`src/sv/sprite_sheet_frame_sequencer_defines.svh`:
```
// ----------------------------------------------------------------------------
// Sprite sheet frame sequencer assertion macros
// Shared concurrent assertion forms for the sequencer modules.
// ----------------------------------------------------------------------------
`ifndef SPRITE_SHEET_FRAME_SEQUENCER_DEFINES_SVH
`define SPRITE_SHEET_FRAME_SEQUENCER_DEFINES_SVH

// Same-cycle implication, disabled while reset is asserted.
`define SSFS_ASSERT_NOW(name, clk, rstn, pre, post, msg) \
  name: assert property (@(posedge clk) disable iff (!rstn) (pre) |-> (post)) \
    else $error(msg);

// Next-cycle implication, disabled while reset is asserted.
`define SSFS_ASSERT_NEXT(name, clk, rstn, pre, post, msg) \
  name: assert property (@(posedge clk) disable iff (!rstn) (pre) |=> (post)) \
    else $error(msg);

`endif

```
`src/sv/ssfs_pkg.sv`:
```
`timescale 1ns / 1ps
// ----------------------------------------------------------------------------
// Sprite sheet frame sequencer package
// Field widths, action and register codes, and controller interface types.
// ----------------------------------------------------------------------------
package ssfs_pkg;

  localparam int ACT_W    = 3;
  localparam int FRAME_W  = 10;
  localparam int ID_W     = 4;
  localparam int END_W    = 11;
  localparam int COLS_W   = 11;
  localparam int TICK_W   = 16;
  localparam int CELL_W   = 12;
  localparam int OFFS_W   = 22;
  localparam int CFG_A_W  = 2;
  localparam int CFG_D_W  = 16;
  localparam int TBL_DEPTH = 2 ** ID_W;

  localparam int IN_DATA_W  = 40;  // 38 bits of fields, padded to 5 bytes
  localparam int OUT_DATA_W = 80;  // 75 bits of fields, padded to 10 bytes

  // Divider steps: one quotient bit per cycle.
  localparam int STEP_W = $clog2(FRAME_W + 1);

  localparam int DEF_NUM_ANIMATIONS = 16;
  localparam int DEF_MAX_FRAMES     = 1024;

  localparam logic [ACT_W-1:0] ACT_FWD    = 3'd0;
  localparam logic [ACT_W-1:0] ACT_BWD    = 3'd1;
  localparam logic [ACT_W-1:0] ACT_SET    = 3'd2;
  localparam logic [ACT_W-1:0] ACT_DEFINE = 3'd3;
  localparam logic [ACT_W-1:0] ACT_SELECT = 3'd4;
  localparam logic [ACT_W-1:0] ACT_REARM  = 3'd5;

  localparam logic [CFG_A_W-1:0] CFG_COLS   = 2'd0;
  localparam logic [CFG_A_W-1:0] CFG_TICKS  = 2'd1;
  localparam logic [CFG_A_W-1:0] CFG_CELL_W = 2'd2;
  localparam logic [CFG_A_W-1:0] CFG_CELL_H = 2'd3;

  // Commands from the controller to the datapath.
  typedef struct packed {
    logic capture;   // latch the input beat
    logic exec;      // apply the action and seed the divider
    logic div_step;  // one restoring divide step
    logic mul;       // register both offset products
    logic out_load;  // move the result into the output register
  } ssfs_cmd_t;

  // Status from the datapath to the controller.
  typedef struct packed {
    logic out_free;  // output register can take a result this cycle
  } ssfs_sts_t;

endpackage

```
`src/sv/sprite_sheet_frame_sequencer.sv`:
```
`timescale 1ns / 1ps
// ----------------------------------------------------------------------------
// Sprite sheet frame sequencer
// Steps an animation frame through a selectable range and reports its sheet
// cell offset together with the addressed animation table entry.
// ----------------------------------------------------------------------------
// Each beat passes through the capture, execute, divide, multiply and output
// states; no new beat is taken while one is in flight. A serial divider splits
// the frame into column and row.
// Input is taken again as soon as a result sits in the output register.
// Reset (rst_n low, synchronous) restores default registers, clears the frame,
// the prescaler, the active range and all table entries.
// ----------------------------------------------------------------------------
module sprite_sheet_frame_sequencer #(
  parameter int NUM_ANIMATIONS = ssfs_pkg::DEF_NUM_ANIMATIONS,
  parameter int MAX_FRAMES     = ssfs_pkg::DEF_MAX_FRAMES
) (
  input  logic                            clk,
  input  logic                            rst_n,
  // Input beat, from bit 0: action[2:0], frame_value[12:3], anim_id[16:13],
  // range_begin[26:17], range_end[37:27], zero padding[39:38].
  input  logic                            in_tvalid,
  output logic                            in_tready,
  input  logic [ssfs_pkg::IN_DATA_W-1:0]  in_tdata,
  // Result beat, from bit 0: frame_index[9:0], offset_x[31:10],
  // offset_y[53:32], entry_begin[63:54], entry_end[74:64], zero padding.
  output logic                            out_tvalid,
  input  logic                            out_tready,
  output logic [ssfs_pkg::OUT_DATA_W-1:0] out_tdata,
  // Register write port: 0 sheet_columns, 1 ticks_per_frame,
  // 2 cell_width, 3 cell_height.
  input  logic                            cfg_we,
  input  logic [ssfs_pkg::CFG_A_W-1:0]    cfg_addr,
  input  logic [ssfs_pkg::CFG_D_W-1:0]    cfg_wdata
);
  import ssfs_pkg::*;

  // The controller owns the sequence of each beat; the datapath holds all
  // animation state, the table, the divider and the output register.
  ssfs_cmd_t cmd;
  ssfs_sts_t sts;

  ssfs_ctrl u_ctrl (
    .clk       (clk),
    .rst_n     (rst_n),
    .in_tvalid (in_tvalid),
    .in_tready (in_tready),
    .sts       (sts),
    .cmd       (cmd)
  );

  ssfs_dp #(
    .NUM_ANIMATIONS (NUM_ANIMATIONS),
    .MAX_FRAMES     (MAX_FRAMES)
  ) u_dp (
    .clk        (clk),
    .rst_n      (rst_n),
    .in_tdata   (in_tdata),
    .cfg_we     (cfg_we),
    .cfg_addr   (cfg_addr),
    .cfg_wdata  (cfg_wdata),
    .cmd        (cmd),
    .sts        (sts),
    .out_tvalid (out_tvalid),
    .out_tready (out_tready),
    .out_tdata  (out_tdata)
  );

endmodule

```
`src/sv/ssfs_ctrl.sv`:
```
`timescale 1ns / 1ps
// ----------------------------------------------------------------------------
// Sprite sheet frame sequencer controller
// Sequences capture, execute, divide, multiply and output for each beat.
// ----------------------------------------------------------------------------
`include "sprite_sheet_frame_sequencer_defines.svh"

module ssfs_ctrl (
  input  logic              clk,
  input  logic              rst_n,
  input  logic              in_tvalid,
  output logic              in_tready,
  input  ssfs_pkg::ssfs_sts_t sts,
  output ssfs_pkg::ssfs_cmd_t cmd
);
  import ssfs_pkg::*;

  localparam logic [2:0] S_IDLE = 3'd0;
  localparam logic [2:0] S_EXEC = 3'd1;
  localparam logic [2:0] S_DIV  = 3'd2;
  localparam logic [2:0] S_MUL  = 3'd3;
  localparam logic [2:0] S_OUT  = 3'd4;

  localparam logic [STEP_W-1:0] LAST_STEP = STEP_W'(FRAME_W - 1);

  logic [2:0]        state_r, state_nxt;
  logic [STEP_W-1:0] cnt_r, cnt_nxt;

  assign in_tready = (state_r == S_IDLE);

  always_comb begin
    state_nxt = state_r;
    cnt_nxt   = cnt_r;
    cmd       = '0;
    unique case (state_r)
      S_IDLE: begin
        if (in_tvalid) begin
          cmd.capture = 1'b1;
          state_nxt   = S_EXEC;
        end
      end
      S_EXEC: begin
        cmd.exec  = 1'b1;
        cnt_nxt   = '0;
        state_nxt = S_DIV;
      end
      S_DIV: begin
        cmd.div_step = 1'b1;
        cnt_nxt      = cnt_r + 1'b1;
        if (cnt_r == LAST_STEP) begin
          state_nxt = S_MUL;
        end
      end
      S_MUL: begin
        cmd.mul   = 1'b1;
        state_nxt = S_OUT;
      end
      S_OUT: begin
        if (sts.out_free) begin
          cmd.out_load = 1'b1;
          state_nxt    = S_IDLE;
        end
      end
      default: begin
        state_nxt = S_IDLE;
      end
    endcase
  end

  always_ff @(posedge clk) begin
    if (!rst_n) begin
      state_r <= S_IDLE;
      cnt_r   <= '0;
    end else begin
      state_r <= state_nxt;
      cnt_r   <= cnt_nxt;
    end
  end

  `SSFS_ASSERT_NEXT(a_accept_to_exec, clk, rst_n, in_tvalid && in_tready, state_r == S_EXEC, "accepted beat did not start execution")
  `SSFS_ASSERT_NOW(a_div_count_range, clk, rst_n, state_r == S_DIV, cnt_r <= LAST_STEP, "divide step count out of range")
  `SSFS_ASSERT_NEXT(a_out_to_idle, clk, rst_n, state_r == S_OUT && sts.out_free, state_r == S_IDLE, "result handoff did not return to idle")

endmodule

```
`src/sv/ssfs_dp.sv`:
```
`timescale 1ns / 1ps
// ----------------------------------------------------------------------------
// Sprite sheet frame sequencer datapath
// Animation state, range table, serial divider, offset multipliers, output.
// ----------------------------------------------------------------------------
`include "sprite_sheet_frame_sequencer_defines.svh"

module ssfs_dp #(
  parameter int NUM_ANIMATIONS = ssfs_pkg::DEF_NUM_ANIMATIONS,
  parameter int MAX_FRAMES     = ssfs_pkg::DEF_MAX_FRAMES
) (
  input  logic                             clk,
  input  logic                             rst_n,
  input  logic [ssfs_pkg::IN_DATA_W-1:0]   in_tdata,
  input  logic                             cfg_we,
  input  logic [ssfs_pkg::CFG_A_W-1:0]     cfg_addr,
  input  logic [ssfs_pkg::CFG_D_W-1:0]     cfg_wdata,
  input  ssfs_pkg::ssfs_cmd_t              cmd,
  output ssfs_pkg::ssfs_sts_t              sts,
  output logic                             out_tvalid,
  input  logic                             out_tready,
  output logic [ssfs_pkg::OUT_DATA_W-1:0]  out_tdata
);
  import ssfs_pkg::*;

  // Configuration registers.
  logic [COLS_W-1:0] cols_r;
  logic [TICK_W-1:0] tpf_r;
  logic [CELL_W-1:0] cell_w_r;
  logic [CELL_W-1:0] cell_h_r;

  // Captured input beat.
  logic [ACT_W-1:0]   act_r;
  logic [FRAME_W-1:0] fval_r;
  logic [ID_W-1:0]    id_r;
  logic [FRAME_W-1:0] rb_r;
  logic [END_W-1:0]   re_r;

  // Animation state.
  logic [TICK_W-1:0]  tick_r, tick_nxt;
  logic [FRAME_W-1:0] frame_r, frame_nxt;
  logic [FRAME_W-1:0] act_begin_r, act_begin_nxt;
  logic [END_W-1:0]   act_end_r, act_end_nxt;
  logic [FRAME_W-1:0] tbl_begin_r [TBL_DEPTH];
  logic [END_W-1:0]   tbl_end_r   [TBL_DEPTH];

  // Divider and products.
  logic [COLS_W-1:0]  rem_r, rem_nxt;
  logic [FRAME_W-1:0] quo_r, quo_nxt;
  logic [OFFS_W-1:0]  prod_x_r, prod_y_r;

  logic                  out_valid_r;
  logic [OUT_DATA_W-1:0] out_data_r;

  logic               id_ok;
  logic [TICK_W-1:0]  tick_inc;
  logic               tick_due;
  logic [END_W-1:0]   fwd_next;
  logic [FRAME_W-1:0] ent_begin;
  logic [END_W-1:0]   ent_end;
  logic [COLS_W-1:0]  cols_eff;
  logic [COLS_W:0]    div_shift;
  logic               div_fit;

  assign id_ok     = {{(32 - ID_W){1'b0}}, id_r} < 32'(NUM_ANIMATIONS);
  assign ent_begin = id_ok ? tbl_begin_r[id_r] : '0;
  assign ent_end   = id_ok ? tbl_end_r[id_r]   : '0;
  assign cols_eff  = (cols_r == '0) ? COLS_W'(1) : cols_r;

  assign tick_inc = tick_r + 1'b1;
  assign tick_due = (tick_inc == tpf_r);
  assign fwd_next = {1'b0, frame_r} + 1'b1;

  // Action execution.
  always_comb begin
    tick_nxt      = tick_r;
    frame_nxt     = frame_r;
    act_begin_nxt = act_begin_r;
    act_end_nxt   = act_end_r;
    if (cmd.exec) begin
      case (act_r) inside
        ACT_FWD, ACT_BWD: begin
          tick_nxt = tick_due ? '0 : tick_inc;
          if (tick_due) begin
            if (act_r == ACT_FWD) begin
              if (fwd_next >= act_end_r ||
                  {{(32 - END_W){1'b0}}, fwd_next} >= 32'(MAX_FRAMES) ||
                  fwd_next < {1'b0, act_begin_r}) begin
                frame_nxt = act_begin_r;
              end else begin
                frame_nxt = fwd_next[FRAME_W-1:0];
              end
            end else begin
              // Stepping below the range start, or below frame zero, wraps to
              // the last frame of the range.
              if (frame_r == '0 || (frame_r - 1'b1) < act_begin_r) begin
                frame_nxt = (act_end_r == '0) ? '0 : FRAME_W'(act_end_r - 1'b1);
              end else begin
                frame_nxt = frame_r - 1'b1;
              end
            end
          end
        end
        ACT_SET: frame_nxt = fval_r;
        ACT_SELECT: begin
          act_begin_nxt = ent_begin;
          act_end_nxt   = ent_end;
        end
        ACT_REARM: tick_nxt = tpf_r - 1'b1;
        default: ;
      endcase
    end
  end

  // Restoring divide of frame by column count, one quotient bit per step.
  assign div_shift = {rem_r, quo_r[FRAME_W-1]};
  assign div_fit   = div_shift >= {1'b0, cols_eff};

  always_comb begin
    rem_nxt = rem_r;
    quo_nxt = quo_r;
    if (cmd.exec) begin
      rem_nxt = '0;
      quo_nxt = frame_nxt;
    end else if (cmd.div_step) begin
      rem_nxt = div_fit ? COLS_W'(div_shift - {1'b0, cols_eff}) : div_shift[COLS_W-1:0];
      quo_nxt = {quo_r[FRAME_W-2:0], div_fit};
    end
  end

  assign sts.out_free = !out_valid_r || out_tready;

  always_ff @(posedge clk) begin
    if (!rst_n) begin
      cols_r      <= COLS_W'(1);
      tpf_r       <= TICK_W'(1);
      cell_w_r    <= '0;
      cell_h_r    <= '0;
      tick_r      <= '0;
      frame_r     <= '0;
      act_begin_r <= '0;
      act_end_r   <= '0;
      out_valid_r <= 1'b0;
      for (int i = 0; i < TBL_DEPTH; i++) begin
        tbl_begin_r[i] <= '0;
        tbl_end_r[i]   <= '0;
      end
    end else begin
      if (cfg_we) begin
        unique case (cfg_addr)
          CFG_COLS:   cols_r   <= cfg_wdata[COLS_W-1:0];
          CFG_TICKS:  tpf_r    <= cfg_wdata[TICK_W-1:0];
          CFG_CELL_W: cell_w_r <= cfg_wdata[CELL_W-1:0];
          CFG_CELL_H: cell_h_r <= cfg_wdata[CELL_W-1:0];
          default: ;
        endcase
      end
      tick_r      <= tick_nxt;
      frame_r     <= frame_nxt;
      act_begin_r <= act_begin_nxt;
      act_end_r   <= act_end_nxt;
      if (cmd.exec && act_r == ACT_DEFINE && id_ok) begin
        tbl_begin_r[id_r] <= rb_r;
        tbl_end_r[id_r]   <= re_r;
      end
      if (cmd.out_load) begin
        out_valid_r <= 1'b1;
      end else if (out_tready) begin
        out_valid_r <= 1'b0;
      end
    end
  end

  // Payload registers.
  always_ff @(posedge clk) begin
    if (cmd.capture) begin
      act_r  <= in_tdata[2:0];
      fval_r <= in_tdata[12:3];
      id_r   <= in_tdata[16:13];
      rb_r   <= in_tdata[26:17];
      re_r   <= in_tdata[37:27];
    end
    rem_r <= rem_nxt;
    quo_r <= quo_nxt;
    if (cmd.mul) begin
      prod_x_r <= rem_r[FRAME_W-1:0] * cell_w_r;
      prod_y_r <= quo_r * cell_h_r;
    end
    if (cmd.out_load) begin
      out_data_r <= {5'd0, ent_end, ent_begin, prod_y_r, prod_x_r, frame_r};
    end
  end

  assign out_tvalid = out_valid_r;
  assign out_tdata  = out_data_r;

  `SSFS_ASSERT_NOW(a_load_when_free, clk, rst_n, cmd.out_load, !out_valid_r || out_tready, "result loaded over an untaken result")
  `SSFS_ASSERT_NOW(a_rem_below_cols, clk, rst_n, cmd.mul, rem_r < cols_eff, "divider remainder not below column count")
  `SSFS_ASSERT_NOW(a_exec_not_div, clk, rst_n, cmd.exec, !cmd.div_step && !cmd.mul, "execute overlaps divide or multiply")

endmodule
```
`config.mk`:
```
export PLATFORM = sky130hd
export DESIGN_NAME = sprite_sheet_frame_sequencer
export DESIGN_NICKNAME = d
export VERILOG_FILES = /design/src/sv/ssfs_pkg.sv /design/src/sv/sprite_sheet_frame_sequencer.sv /design/src/sv/ssfs_ctrl.sv /design/src/sv/ssfs_dp.sv
export VERILOG_INCLUDE_DIRS = /design/src /design/src/sv
export SDC_FILE = /design/constraint.sdc
export NUM_CORES = 1
export LEC_CHECK = 0
export ABC_CLOCK_PERIOD_IN_PS = 7800
export BUFFER_PORTS_ARGS = -buffer_cell sky130_fd_sc_hd__buf_2
export CAP_MARGIN = 30
export CORE_ASPECT_RATIO = 1.4
export CORE_MARGIN = 4
export CORE_UTILIZATION = 60
export DETAILED_ROUTE_END_ITERATION = 16
export GPL_ROUTABILITY_DRIVEN = 0
export PLACE_DENSITY = 0.78
export SLEW_MARGIN = 15
export SYNTH_ARGS = -nofsm -noshare
export SYNTH_HDL_FRONTEND = slang
export SYNTH_SLANG_ARGS = --single-unit
```
`constraint.sdc`:
```
create_clock -name clk -period 7.8 [get_ports clk]
set_input_delay 1.17 -clock clk [delete_from_list [all_inputs] [get_ports clk]]
set_output_delay 1.17 -clock clk [all_outputs]
set_load 0.01 [all_outputs]
```
==> flow_summary.ini, run 1 <==
[logic_synthesis]
synth_edf_count = 503
netlist.top_cell.by_area = edfxtp_1
syn_inst = 3063
yosys-top-cells-area = edfxtp_1, fa_1, and2_1
synth_warnings = 0
async_reset_ff_share_pct = 0
avgSynthCellArea_um2 = 11.8
synth_common_cells = edfxtp_1, and2_1, nand2_1
synth_cell_types = 77
ys_ff_latch = 624
ys_seq_area_share_pct = 48.7
synth_most_common_cell = edfxtp_1
synth_area_mm2 = 0.0360
synth_top_area_share_pct = 41.9
synth-main-ff-cell = edfxtp_1

[clocking]
cts-resized-gates = 0
clockBufferDepth = 3
cts_setup_buffers = 0
cts_tree = done
cts.sinks = 624
clkTransAtPathRegs_ps = 60
clk_latency_ps = 650
cts-buffers-inserted = 58
hold_buffers = 0
cts_max_level = 2
ctsRootBufferMaster = clkbuf_16

[setup_path]
path_buf_inv = 5
critPathKind = reg -> reg
crit_arrival_ps = 6770
reg2reg_from = u_dp.rem_r[1]$_SDFFE_PN0P_
crit_start = u_dp.rem_r[1]$_SDFFE_PN0P_
cp_slowest_cell = o41ai_1
reg2reg_depth = 19
cp_slowest_stage_delay_ps = 750
required_ps = 8170
rrSetupSlack_ps = 1400
crit_path_end = u_dp.prod_x_r[21]$_DFFE_PP_
crit_chain = nand2_1, fa_1, inv_1, fa_1, inv_1, fa_1, inv_1, fa_1, inv_1, fa_1, inv_1, ha_1, or3_1, a221oi_1, o21ai_0, o41ai_1, o2111ai_1, a21oi_1, xnor2_1
cp.depth = 19
crit_family = adder cells
worst-path-max-fanout = 15
rr_endpoint = u_dp.prod_x_r[21]$_DFFE_PP_
cp-start-kind = register
worstSetupEndpointType = register

[global_routing]
grt_max_degree = 95
overflow = 0
antenna_found_initial = 0
grt_pass1_vias = 25000
grt_pass1_wl_um = 136000
grt_use_total_pct = 27.1

[power_and_ir_drop]
p_leak_nw = 16.0
clkPwrFrac_pct = 33.4
pwr-share-comb_pct = 18.8
internal_power_mw = 6.00
p_sw_share_pct = 28.7
p_per_area_mw_per_mm2 = 213
p_seq_share_pct = 47.9
switching_power_mw = 2.42
ir_worst_vdd_uv = 250
p_total_mw = 8.43

[finish]
nets = 3479
drive_gt1_share_pct = 13.6
syn_to_final_growth_pct = 9.73
fill_cells = 4260
multiInputGateArea_mm2 = 0.0171
seqCellArea_mm2 = 0.0175

[route]
dr.pass1.iters = 6
via_per_inst = 6.14
routed_wirelength_um = 87000
detail-route-antenna-nets = 0
drtIter0Drc = 1879
drt_drc_violations_left = 0
vias = 23900
routedWlPerCell_um = 22.3

[timing]
period_needed_ps = 6400
fmax_mhz = 156
timing.final.hold_violations = 0
slew_viol_final = 0
rsz0062_at_grt = no
tns_ps = 0
relSlewSlack_pct = 31.4
timing.final.crit_share_pct = 82.1
clock_skew_ps = 33.8
worst_slew_pin_slew_ps = 1020
setup_viol = 0

[run]
cap_violations = 0

[floorplanning]
start_util_pct = 60.5
die_area_mm2 = 0.0641
row_count = 106
fp.dieW_um = 215
io_pins = 145
core_area_mm2 = 0.0595
die_y_um = 298

[placement]
port_buffers = 137
hpwl_um = 60200

[worst_hold_path]
min_path_type = reg -> reg

[outcome]
status = completed
cells by family after synthesis:
kind of cell / synth area share [%]
AO/OA/AOI/OAI: 6.79
XOR/XNOR: 2.26
adder cells (fa/ha/maj): 14.3
buffers and inverters: 4.59
flip-flops: 48.7
multiplexers: 7.08
other: 0.0104
AND/OR/NAND/NOR: 16.3
through the flow:
step | instance area, µm² | utilization (%) | instances | hold WS (ps) | setup WS [ps]
2_1_floorplan | 36000 | - | 3067 | 400 | 2070
3_3_place_gp | 37200 | 62.5 | 3771 | 402 | 1580
3_5_place_dp | 37500 | 62.9 | 3787 | 405 | 1460
4_1_cts | 39300 | 66.1 | 3889 | 416 | 1450
5_1_grt | 39500 | 66.4 | 3896 | 416 | 1180
6_report | 39500 | 66.4 | 3897 | 414 | 1400
worst min-delay path by stage:
stage                                      from                            to  cells after the start
CTS                 u_dp.prod_y_r[21]$_DFFE_PP_  u_dp.out_tdata[53]$_DFFE_PP_                      0
detailed placement   u_dp.prod_x_r[0]$_DFFE_PP_  u_dp.out_tdata[10]$_DFFE_PP_                      0
finish              u_dp.prod_y_r[21]$_DFFE_PP_  u_dp.out_tdata[53]$_DFFE_PP_                      0
global placement     u_dp.prod_y_r[3]$_DFFE_PP_  u_dp.out_tdata[35]$_DFFE_PP_                      0
floorplan            u_dp.prod_x_r[0]$_DFFE_PP_  u_dp.out_tdata[10]$_DFFE_PP_                      0
global route        u_dp.prod_y_r[21]$_DFFE_PP_  u_dp.out_tdata[53]$_DFFE_PP_                      0
area by class of cell:
type	instances	share of cell area, %
clock buffer	73	3.89
sequential	624	44.4
clock inverter	29	0.811
timing repair buffer	183	3.29
tap	756	2.39
antenna	1	0.00633
inverter	210	1.99
multi-input combinational	2021	43.2
registers in the layout, indices dropped and copies added (netlist names), 12 cells and up, named ones only:
register and flops:
u_dp.prod_x_r 22, u_dp.tpf_r 16, u_dp.cell_h_r 12, u_dp.tbl_end_r 176, u_dp.cell_w_r 12, u_dp.tick_r 16
u_dp.prod_y_r 22, u_dp.tbl_begin_r 160, u_dp.out_tdata 75
cells in the final DEF (no fill, tap or decap), drive strengths merged, types with 40 or more instances in the layout:
| cell | n |
|---|---|
| nor3 | 40 |
| nand3 | 41 |
| mux4 | 105 |
| fa | 157 |
| nor2 | 120 |
| ha | 161 |
| dfxtp | 121 |
| o21ai | 69 |
| a21oi | 134 |
| and2 | 490 |
| inv | 212 |
| clkbuf | 73 |
| nand2 | 294 |
| edfxtp | 503 |
| buf | 183 |
| xnor2 | 65 |
worst register-to-register path: stages, from the launching register on:
cell and delay, ps:
dfxtp_1 680, nand2_1 160, fa_1 560, inv_1 50, fa_1 490, inv_1 50, fa_1 520, inv_1 50
fa_1 470, inv_1 50, fa_1 470, inv_1 50, ha_1 210, or3_1 360, a221oi_1 390, o21ai_0 300
o41ai_1 750, o2111ai_1 240, a21oi_1 210, xnor2_1 80
routing by layer:
metal / part of all wire, % / routed length, µm / track usage (%)
met5: 0 / 0 / 0
met4: 5.0 / 4360 / 13.2
met3: 6.2 / 5380 / 3.93
met1: 35 / 30400 / 30.5
met2: 54 / 46800 / 50.3
power groups by stage:
stage	clock network, mW	logic (mW)	registers, mW
final	2.81	1.58	4.03
after global routing	2.99	1.74	4.06
after detailed placement	0	1.55	4.09
after global placement	0	1.48	4.08
after floorplan	0	1.28	3.89
after CTS	2.86	1.56	4.02
Note: power is estimated with default switching activity, not from simulation.
==> run 2: changes to the inputs <==
ABC_AREA = 1   (was default)
ABC_CLOCK_PERIOD_IN_PS = 6490   (was 7800)
clock period = 6.49 ns   (was 7.8 ns; I/O delays follow)
==> run 2 against run 1 <==
  * First-iteration DRC count up 22%
  * Utilization down 0.12 points
  * Wire length increased by 6.6%
  * Highest routed layer unchanged
  * Power increased by 33%
  * Global-route usage rose by 1.6 points
  * Sequential cell count unchanged
  * Critical path depth unchanged
  * Combinational power up 63%
  * Area after synthesis grew 0.12%
  * Die area increased by 0.11%
  * Register-to-register slack worse by 640 ps
  * Largest cell class unchanged
  * Final area about the same
==> flow_summary.ini, run 2 <==
[power_and_ir_drop]
p_total_mw = 11.2
p_per_area_mw_per_mm2 = 283
p_sw_share_pct = 32.5
pwr-share-comb_pct = 23.1
p_leak_nw = 18.4
p_seq_share_pct = 43.9
switching_power_mw = 3.63
internal_power_mw = 7.54
clkPwrFrac_pct = 33.1
ir_worst_vdd_uv = 271

[timing]
layout_setup_ws_ps = 755
timing.final.crit_share_pct = 88.4
slew_viol_final = 0
tns_ps = 0
relSlewSlack_pct = 33.3
holdWs_ps = 418
fmax_mhz = 174
worst_slew_pin_slew_ps = 997
rsz0062_at_grt = no
timing.final.hold_violations = 0
clock_skew_ps = 37.3
setup_viol = 0
period_needed_ps = 5740

[finish]
layout.cell_area.non_filler_mm2 = 0.0395
syn_to_final_growth_pct = 9.65
drive_gt1_share_pct = 8.48
largest_reg_flops = 176
insertedDiodeCount = 0
final_cell_mix = nand2_1, inv_1, edfxtp_1
final_util_pct = 66.2
regMostFlops = u_dp.tbl_end_r
final-instance-count-excl-fill = 4682
nets = 4256
final_common_cell = nand2_1

[floorplanning]
core_area_mm2 = 0.0597
die_y_um = 298
row_count = 106
start_util_pct = 60.4
io_pins = 145
fp.dieW_um = 215
die_area_mm2 = 0.0641

[logic_synthesis]
netlist.top_cell.by_area = edfxtp_1
synth-main-ff-cell = edfxtp_1
synth_top_area_share_pct = 41.9
synth_area_mm2 = 0.0361
avgSynthCellArea_um2 = 9.41
synth_common_cells = nand2_1, inv_1, edfxtp_1
synth_simple_gate_area_share_pct = 14.6
synthMuxAreaShare_pct = 2.33
yosys-top-cells-area = edfxtp_1, fa_1, dfxtp_1
synth_top_family_by_area = simple AND/OR/NAND/NOR gates
async_reset_ff_share_pct = 0
synthXorXnorAreaFrac_pct = 1.79
synth_cell_types = 52
synth_most_common_cell = nand2_1
ys_ff_latch = 624
ys_seq_area_share_pct = 48.6
syn_inst = 3831
synth_edf_count = 503
synthAdderAreaFrac_pct = 14.3
synth_compound_area_share_pct = 9.58
synth_warnings = 0

[setup_path]
worstSetupEndpointType = register
crit_family = adder cells
worst-path-max-fanout = 15
critPathKind = reg -> reg
crit_arrival_ps = 6090
cp_slowest_cell = dfxtp_1
path_buf_inv = 5
cp_slowest_stage_delay_ps = 710
required_ps = 6850
cp-start-kind = register
crit_chain = nand2_1, fa_1, inv_1, fa_1, inv_1, fa_1, inv_1, fa_1, inv_1, fa_1, inv_1, ha_1, a21oi_1, o21ai_0, a21oi_1, o21ai_0, a21oi_1, o21ai_0, xor2_1

[clocking]
cts_max_level = 2
clockBufferDepth = 3
ctsRootBufferMaster = clkbuf_16
clkTransAtPathRegs_ps = 60
cts_tree = done
hold_buffers = 0
clk_latency_ps = 650
cts-buffers-inserted = 60
cts-resized-gates = 0
cts_setup_buffers = 0
cts.sinks = 624

[placement]
dpl_cell_area_mm2 = 0.0374
dp.cells = 4563
preCtsSetupSlack_ps = 838
port_buffers = 137
hpwl_um = 64600

[route]
vias = 27100
dr.pass1.iters = 6
via_per_inst = 5.79
routedWlPerCell_um = 19.8
detail-route-antenna-nets = 0
routed_wirelength_um = 92700
drt_drc_violations_left = 0
drtIter0Drc = 2289

[worst_hold_path]
min_path_type = reg -> reg

[global_routing]
overflow = 0
grt_use_total_pct = 28.7
grt_pass1_wl_um = 146000
grt_max_degree = 163
antenna_found_initial = 1
grt_pass1_vias = 27800

[outcome]
status = completed

[run]
cap_violations = 0
[run 2: changes by cell type after synthesis, sizes merged, moves of 27 or more]
| cell | change |
|---|---|
| and2 | -487 |
| inv | +386 |
| nor2 | +339 |
| nand2 | +315 |
| o21ai | +183 |
| nand3 | +123 |
| a21oi | +106 |
| mux4 | -105 |
| o211ai | +77 |
| mux2i | +71 |
| xnor2 | -49 |
| xor2 | +27 |
[run 2: final cells by class]
| type | instances | area [µm²] |
|---|---|---|
| repair buffers | 194 | 1310 |
| clock buffers | 71 | 1590 |
| well taps | 756 | 946 |
| inverters | 598 | 2240 |
| clock inverters | 42 | 488 |
| multi-input cells | 2397 | 15400 |
| fillers | 4611 | 20100 |
| flip-flops and latches | 624 | 17500 |
[run 2: worst paths after layout]
check	startpoint	end	slack, ps	cells after the start
worst max register to register	u_dp.rem_r[1]$_SDFFE_PN0P_	u_dp.prod_x_r[19]$_DFFE_PP_	750	19
worst max-delay path	u_dp.rem_r[1]$_SDFFE_PN0P_	u_dp.prod_x_r[19]$_DFFE_PP_	750	19
worst min register to register	u_dp.prod_x_r[20]$_DFFE_PP_	u_dp.out_tdata[30]$_DFFE_PP_	420	0
worst min-delay path	u_dp.prod_x_r[20]$_DFFE_PP_	u_dp.out_tdata[30]$_DFFE_PP_	420	0
[run 2: power groups by stage]
stage	Combinational, mW	Clock (mW)	Sequential, mW
floorplan	1.91	0	4.77
global placement	2.45	0	4.97
detailed placement	2.53	0	4.97
CTS	2.55	3.73	4.89
global route	2.87	3.90	4.93
finish	2.58	3.69	4.90
[run 2: layer usage]
metal  global-route usage [%]  wire, µm  vias to the layer above
li1                         -         -                    12600
met1                     30.6     30900                    13000
met2                     53.1     49000                     1188
met3                     4.02      6260                      319
met4                     17.8      6530                        0
met5                        0         0                        -
[run 2: kinds of logic (layout without fill, tap and decap cells)]
kind of cell | Yosys count | count (layout)
AOI/OAI and AO/OA | 625 | 625
xor gates and xnor gates | 72 | 72
adders and majority gates | 318 | 318
buffers and inverters | 814 | 905
DFF | 624 | 624
muxes | 84 | 84
other | 1 | 5
and+or+nand+nor | 1293 | 1293
